--- config.mk ---
export PLATFORM = sky130hd
export DESIGN_NAME = wbdc_div
export DESIGN_NICKNAME = d
export VERILOG_FILES = /design/src/rtl/wbdc_pkg.sv /design/src/rtl/wbdc_div.sv
export SDC_FILE = /design/constraint.sdc
export NUM_CORES = 1
export LEC_CHECK = 0
export ABC_AREA = 1
export CAP_MARGIN = 10
export CORE_MARGIN = 1
export CORE_UTILIZATION = 40
export DETAILED_ROUTE_END_ITERATION = 8
export DONT_BUFFER_PORTS = 1
export PLACE_DENSITY = 0.65
export RECOVER_POWER = 50
export SETUP_SLACK_MARGIN = 0.1
export SYNTH_ARGS = -nofsm -noshare
export SYNTH_HDL_FRONTEND = slang
export SYNTH_SLANG_ARGS = --single-unit
--- constraint.sdc ---
create_clock -name clk -period 1.85 [get_ports clk]
set_clock_uncertainty 0.1 [all_clocks]
set_input_delay 0.2775 -clock clk [delete_from_list [all_inputs] [get_ports clk]]
set_output_delay 0.2775 -clock clk [all_outputs]
set_load 0.005 [all_outputs]
--- src/rtl/wbdc_pkg.sv ---
// ----------------------------------------------------------------------------
// wbdc_pkg
// Widths, codes and control/status bundles of the drift checker.
// ----------------------------------------------------------------------------
package wbdc_pkg;

	localparam int RING_DEPTH = 64;
	localparam int AW         = $clog2(RING_DEPTH);
	localparam int CNT_W      = $clog2(RING_DEPTH + 1);
	localparam int SLOT_W     = CNT_W + 1;
	localparam int VEL_W      = 15;
	localparam int UNIT_W     = 13;
	localparam int SUMV_W     = VEL_W + CNT_W;
	localparam int SUMU_W     = UNIT_W + CNT_W;
	localparam int TIME_W     = 32;
	localparam int LIMB_W     = TIME_W + VEL_W + UNIT_W;
	localparam int CONF_W     = TIME_W + UNIT_W;
	localparam int DVD_W      = 28;
	localparam int DVS_W      = 15;
	localparam int DCNT_W     = $clog2(DVD_W + 1);
	localparam int IN_W       = 80;
	localparam int OUT_W      = 48;

	localparam logic [15:0]       WIN_MIN  = 16'd500;
	localparam logic [6:0]        CNT_MIN  = 7'd5;
	localparam logic [15:0]       VLIM_MIN = 16'd41;
	localparam logic [12:0]       ULIM_MIN = 13'd41;
	localparam logic [VEL_W-1:0]  VREF_MIN = 15'd26;
	localparam logic [UNIT_W-1:0] UNIT_ONE = 13'd4096;

	typedef enum logic [2:0] {
		OP_LIMB     = 3'd0,
		OP_CONF     = 3'd1,
		OP_CAPTURE  = 3'd2,
		OP_VALIDATE = 3'd3,
		OP_LOAD     = 3'd4
	} op_t;

	typedef enum logic [2:0] {
		OUT_ACCEPTED = 3'd0,
		OUT_PASS     = 3'd1,
		OUT_FAIL     = 3'd2,
		OUT_SHORT    = 3'd3,
		OUT_NOBASE   = 3'd4
	} outcome_t;

	typedef enum logic [1:0] {
		ST_MISSING = 2'd0,
		ST_UNKNOWN = 2'd1,
		ST_VALID   = 2'd2,
		ST_INVALID = 2'd3
	} status_t;

	typedef enum logic [2:0] {
		REG_WINDOW = 3'd0,
		REG_MINCNT = 3'd1,
		REG_VLIM   = 3'd2,
		REG_CLIM   = 3'd3,
		REG_PLIM   = 3'd4
	} reg_idx_t;

	typedef enum logic [1:0] {
		DS_MV    = 2'd0,
		DS_MC    = 2'd1,
		DS_MP    = 2'd2,
		DS_RATIO = 2'd3
	} div_sel_t;

	typedef enum logic [3:0] {
		S_IDLE,
		S_DISP,
		S_LWAIT,
		S_LCHK,
		S_CWAIT,
		S_CCHK,
		S_LPUSH,
		S_CPUSH,
		S_EVAL,
		S_DSTART,
		S_DWAIT,
		S_BASE,
		S_DECIDE,
		S_OUT
	} state_t;

	typedef struct packed {
		logic [15:0] window_ms;
		logic [6:0]  min_count;
		logic [15:0] vlim;
		logic [12:0] clim;
		logic [12:0] plim;
	} cfg_t;

	typedef struct packed {
		logic     latch;
		logic     l_pop;
		logic     c_pop;
		logic     l_push;
		logic     c_push;
		logic     div_start;
		div_sel_t div_sel;
		logic     div_store;
		logic     capture;
		logic     load_base;
		logic     res_wr;
		logic     res_ok;
		outcome_t res_outcome;
		logic     res_dev;
		logic     st_wr;
		status_t  st_val;
		logic     out_load;
	} cmd_t;

	typedef struct packed {
		logic [2:0] op;
		logic       l_prune;
		logic       c_prune;
		logic       enough;
		logic       have_base;
		logic       div_busy;
		logic       div_done;
		logic       pass;
		logic       out_busy;
	} stat_t;

endpackage

--- src/rtl/wbdc_div.sv ---
// ----------------------------------------------------------------------------
// wbdc_div
// Restoring divider, one quotient bit per cycle, done pulses with the result.
// ----------------------------------------------------------------------------
module wbdc_div import wbdc_pkg::*; (
	input  logic             clk,
	input  logic             arst_n,
	input  logic             start,
	input  logic [DVD_W-1:0] dividend,
	input  logic [DVS_W-1:0] divisor,
	output logic             busy,
	output logic             done,
	output logic [DVD_W-1:0] quot
);

	logic              busy_q;
	logic              done_q;
	logic [DCNT_W-1:0] cnt_q;
	logic [DVD_W-1:0]  dvd_q;
	logic [DVS_W-1:0]  rem_q;
	logic [DVS_W-1:0]  dvs_q;
	logic [DVS_W:0]    trial;
	logic              take;

	assign trial = {rem_q, dvd_q[DVD_W-1]};
	assign take  = trial >= {1'b0, dvs_q};

	always_ff @(posedge clk or negedge arst_n) begin
		if (!arst_n) begin
			busy_q <= 1'b0;
			done_q <= 1'b0;
			cnt_q  <= '0;
		end else begin
			done_q <= 1'b0;
			if (start) begin
				busy_q <= 1'b1;
				cnt_q  <= DCNT_W'(DVD_W);
			end else if (busy_q) begin
				cnt_q <= cnt_q - 1'b1;
				if (cnt_q == DCNT_W'(1)) begin
					busy_q <= 1'b0;
					done_q <= 1'b1;
				end
			end
		end
	end

	always_ff @(posedge clk) begin
		if (start) begin
			dvd_q <= dividend;
			dvs_q <= divisor;
			rem_q <= '0;
		end else if (busy_q) begin
			rem_q <= take ? DVS_W'(trial - {1'b0, dvs_q}) : trial[DVS_W-1:0];
			dvd_q <= {dvd_q[DVD_W-2:0], take};
		end
	end

	assign busy = busy_q;
	assign done = done_q;
	assign quot = dvd_q;

endmodule

==> results by group <==
STA
  • Final setup fails: 16
  • Period utilization: 110.9%
  • Slew Viols, Final: 0
  • Worst Setup Slack, final: -0.2012 ns
  • FMAX: ~490 MHz
  • Unrepaired setup endpoints after global routing: yes
  • Slew Limit Headroom: a little over two fifths
  • Slew @ Worst Pin: around 0.86 ns
  • Minimum clock period: a little over 2 ns
  • Count of final hold-check violations: 0

Placed design
  • PortBufs: 0
  • Hpwl dp: a little over 6000 µm
  • Routability cong.: around 0.84

Job
  • Max Cap Viol: 0

Run status
  • Failing checks: setup timing
  • Status: finished, violations left

Worst setup path
  • Max FO, Critical Path: 8
  • Worst EP arrival: approximately 2.2 ns
  • Worst setup SP type: flip-flop
  • Data required, critical path: roughly 2.0 ns
  • Crit path cell chain: ha_4 -> fa_2 -> inv_2 -> nand2_2 -> nand2_2 -> nand3_2 -> nand3_2 -> nand2_4 -> buf_12 -> nand3_1 -> nand2_1 -> inv_1 -> nand2_1 -> nand2_1
  • CP most frequent cell: nand2_1
  • Setup crit end kind: flip-flop
  • Crit-path max cell delay: between 0.4 and 0.5 ns
  • R2r setup slk: -0.20 ns
  • Critical path type: flip-flop to flip-flop
  • Crit path max-delay cell type: edfxtp_1

Yosys
  • Post-synth top area share: 34.61%
  • YS warnings: 0
  • Multiplexer area fraction after synthesis: 0%
  • Mapped Area: 3731 µm²
  • Compound-Gate Fraction of Synth Area: between 2 and 3%
  • Cells after Synth: 480
  • Leading area contributor after synthesis: edfxtp_1
  • Post-Synth Simple-Gate Area: between 30% and 40%
  • Yosys cell types: 34
  • Mean post-synth cell area: between 7 and 8 µm²
  • Xor/xnor cell area share of the yosys netlist: 1.408%
  • Synth Area in Adders: 6.237%
  • Seq/Total Area, Yosys: a little under half
  • Syn_nets: about 540
  • Largest family of logic cells by synthesized area: simple AND/OR/NAND/NOR gates
  • FF+latch count, synth: 65
  • Top cells by area, synth: edfxtp_1 (35%), nand2_1 (20%), dfxtp_1 (8.0%)

Route
  • DRC Markers: 0
  • Final ANT Viol Nets: 0
  • Detailed Route WL: around 8500 µm
  • DR vias: between 3000 and 4000
  • WL per Instance: about 13 µm
  • Pre-antenna DRT Iters: 4
  • DR iter-0 viols: 132
  • Via-per-instance ratio: 4.889

Power and ir drop
  • Total power draw: around 0.0057 W
  • Leak: 2.380 nW
  • Power per cell area: roughly 1200 nW/µm²
  • Worst IR Drop VDD: between 0.5 and 0.6 mV

Clock network
  • Clk sink count: 65
  • CTS max path bufs: 2
  • CTS clk-pin slew, worst paths: 0.08 ns
  • Root Buffer Master: clkbuf_8
  • CTS tree: yes
  • H-Tree Depth: 3
  • Total CTS buffers: 9
  • Clock Latency Late Sink: between 0.3 and 0.4 ns

Global route
  • Largest net degree at the start of global routing: 36
  • Vias in the first global route: between 3000 and 4000
  • First-pass GRT wire length: around 14000 µm
  • GRT Overall Usage: 18.63%
  • Grt ovf: 0
  • Number of antenna violations at the first check in global routing: 0

Cells and area
  • N_diodes: 0
  • Final core utilization: about 52%
  • Fillcell total: between 800 and 900
  • Area Overhead vs Synth: 22.87%
  • Final-stage net count: roughly 600
  • Share of cells above drive strength 1: ~14%

Floorplanning
  • Core area: about 8900 µm²
  • Die Wd: 98.58 µm
  • # rows: 34
  • Full die area: about 9700 µm²
  • Die H: a little under 100 µm
  • Initial Utilization: about two fifths
  • Ports: 76

Worst hold path
  • Hold Path Class: primary input to flip-flop
-- path summary, 6_finish.rpt --
path / from / end / cells after the start
setup / recovery: dvs_q[0] / rem_q[13] / 14
hold / removal: dividend[22] / quot[22] / 2
setup reg to reg: dvs_q[0] / rem_q[13] / 14
hold reg to reg: rem_q[7] / rem_q[7] / 2
max in group asynchronous: arst_n / done / 1
min in group asynchronous: arst_n / cnt_q[2] / 1
-- layout make-up --
cell class / count / area [µm²] / share of cell area, %
sequential: 65 / 1767 / 38.54
multi-input combinational: 325 / 1695 / 36.98
timing repair buffer: 47 / 462.9 / 10.10
inverter: 79 / 296.5 / 6.468
clock buffer: 10 / 137.6 / 3.002
tap: 108 / 135.1 / 2.948
clock inverter: 6 / 90.09 / 1.965
-- cell usage after synthesis (all sizes together) --
cell type and n:
nand2 205, inv 79, edfxtp 43, nand3 43, nor2 20, ha 17
dfxtp 15, o21ai 9, a21oi 7, clkbuf 7, dfrtp 7, nand3b 5
buf 4, nand4 4, xnor2 3, xor2 3, and2 2, nor3 2
a21o 1, a31oi 1, fa 1, nor4 1, o22ai 1
-- logic make-up (layout without fill, tap and decap cells) --
logic type,Yosys count,count (layout)
XOR/XNOR,6,6
buffers and inverters,90,142
AO/OA/AOI/OAI,19,19
flip-flops,65,65
AND/OR/NAND/NOR,282,282
adder cells (fa/ha/maj),18,18
-- worst max-delay path, delay by kind of cell (launching register included) --
kind	cells	cell delay [ns]
adders and majority gates	2	0.59
and+or+nand+nor	9	0.59
DFF	1	0.42
buffers and inverters	3	0.29
-- per-layer routing --
metal  wire length, µm  track usage [%]  part of all wire, %
met5                 0                0                    0
met4               112            6.889                  1.3
met3               547            5.106                  6.5
met2              3825            30.34                   45
met1              3975            23.76                   47
-- where the power goes --
part / internal [W] / total, W / leakage [nW] / switching, W
Sequential: 0.00179 / 0.00195 / 0.655 / 0.000162
Clock: 0.000801 / 0.00139 / 0.113 / 0.000589
Combinational: 0.00105 / 0.00239 / 1.61 / 0.00134
-- registers in the layout, summed over array words and instances, names as in the netlist --
register / count
quot: 28
dvs_q: 15
rem_q: 15
cnt_q: 5
busy: 1
done: 1
-- metrics by stage --
| step | area, µm² | setup TNS, ns | cells | setup slack, ns | hold WS, ns |
|---|---|---|---|---|---|
| after detailed placement | 4078 | -2.618 | 603 | -0.1981 | -0.1180 |
| after floorplan | 3761 | -1.245 | 480 | -0.1096 | -0.1181 |
| after global placement | 4078 | -1.670 | 603 | -0.1293 | -0.1180 |
| after CTS | 4499 | -2.207 | 638 | -0.1666 | 0.003438 |
| final | 4584 | -2.808 | 640 | -0.2012 | 0.02273 |
| after global routing | 4584 | -4.370 | 640 | -0.2912 | 0.007991 |
-- what timing repair did --
item,4_1_cts,5_1_grt
setup endpoints to repair,16,16
pin swaps,0,12
endpoints found under the hold margin,39,0
gates resized for setup,3,11
hold buffers,17,0
setup buffers,2,1
gates cloned,0,1
-- cell usage in the layout, fill, tap and decap left out, types with 2 or more instances in the layout --
master           n
xor2_1           3
dfxtp_1         15
dlygate4sd3_1   17
a21oi_1          6
nand4_1          4
nand2_1        198
o21ai_1          5
inv_1           76
bufinv_16        2
nand3_2         13
clkbuf_8        10
xnor2_1          3
buf_12           4
nand2_2          5
edfxtp_1        43
nand3_1         30
ha_1            16
buf_4           25
dfrtp_1          7
nor2_1          19
nand3b_1         5
o21ai_0          4
inv_2            3
No activity file was read; power rests on OpenSTA's default activity.
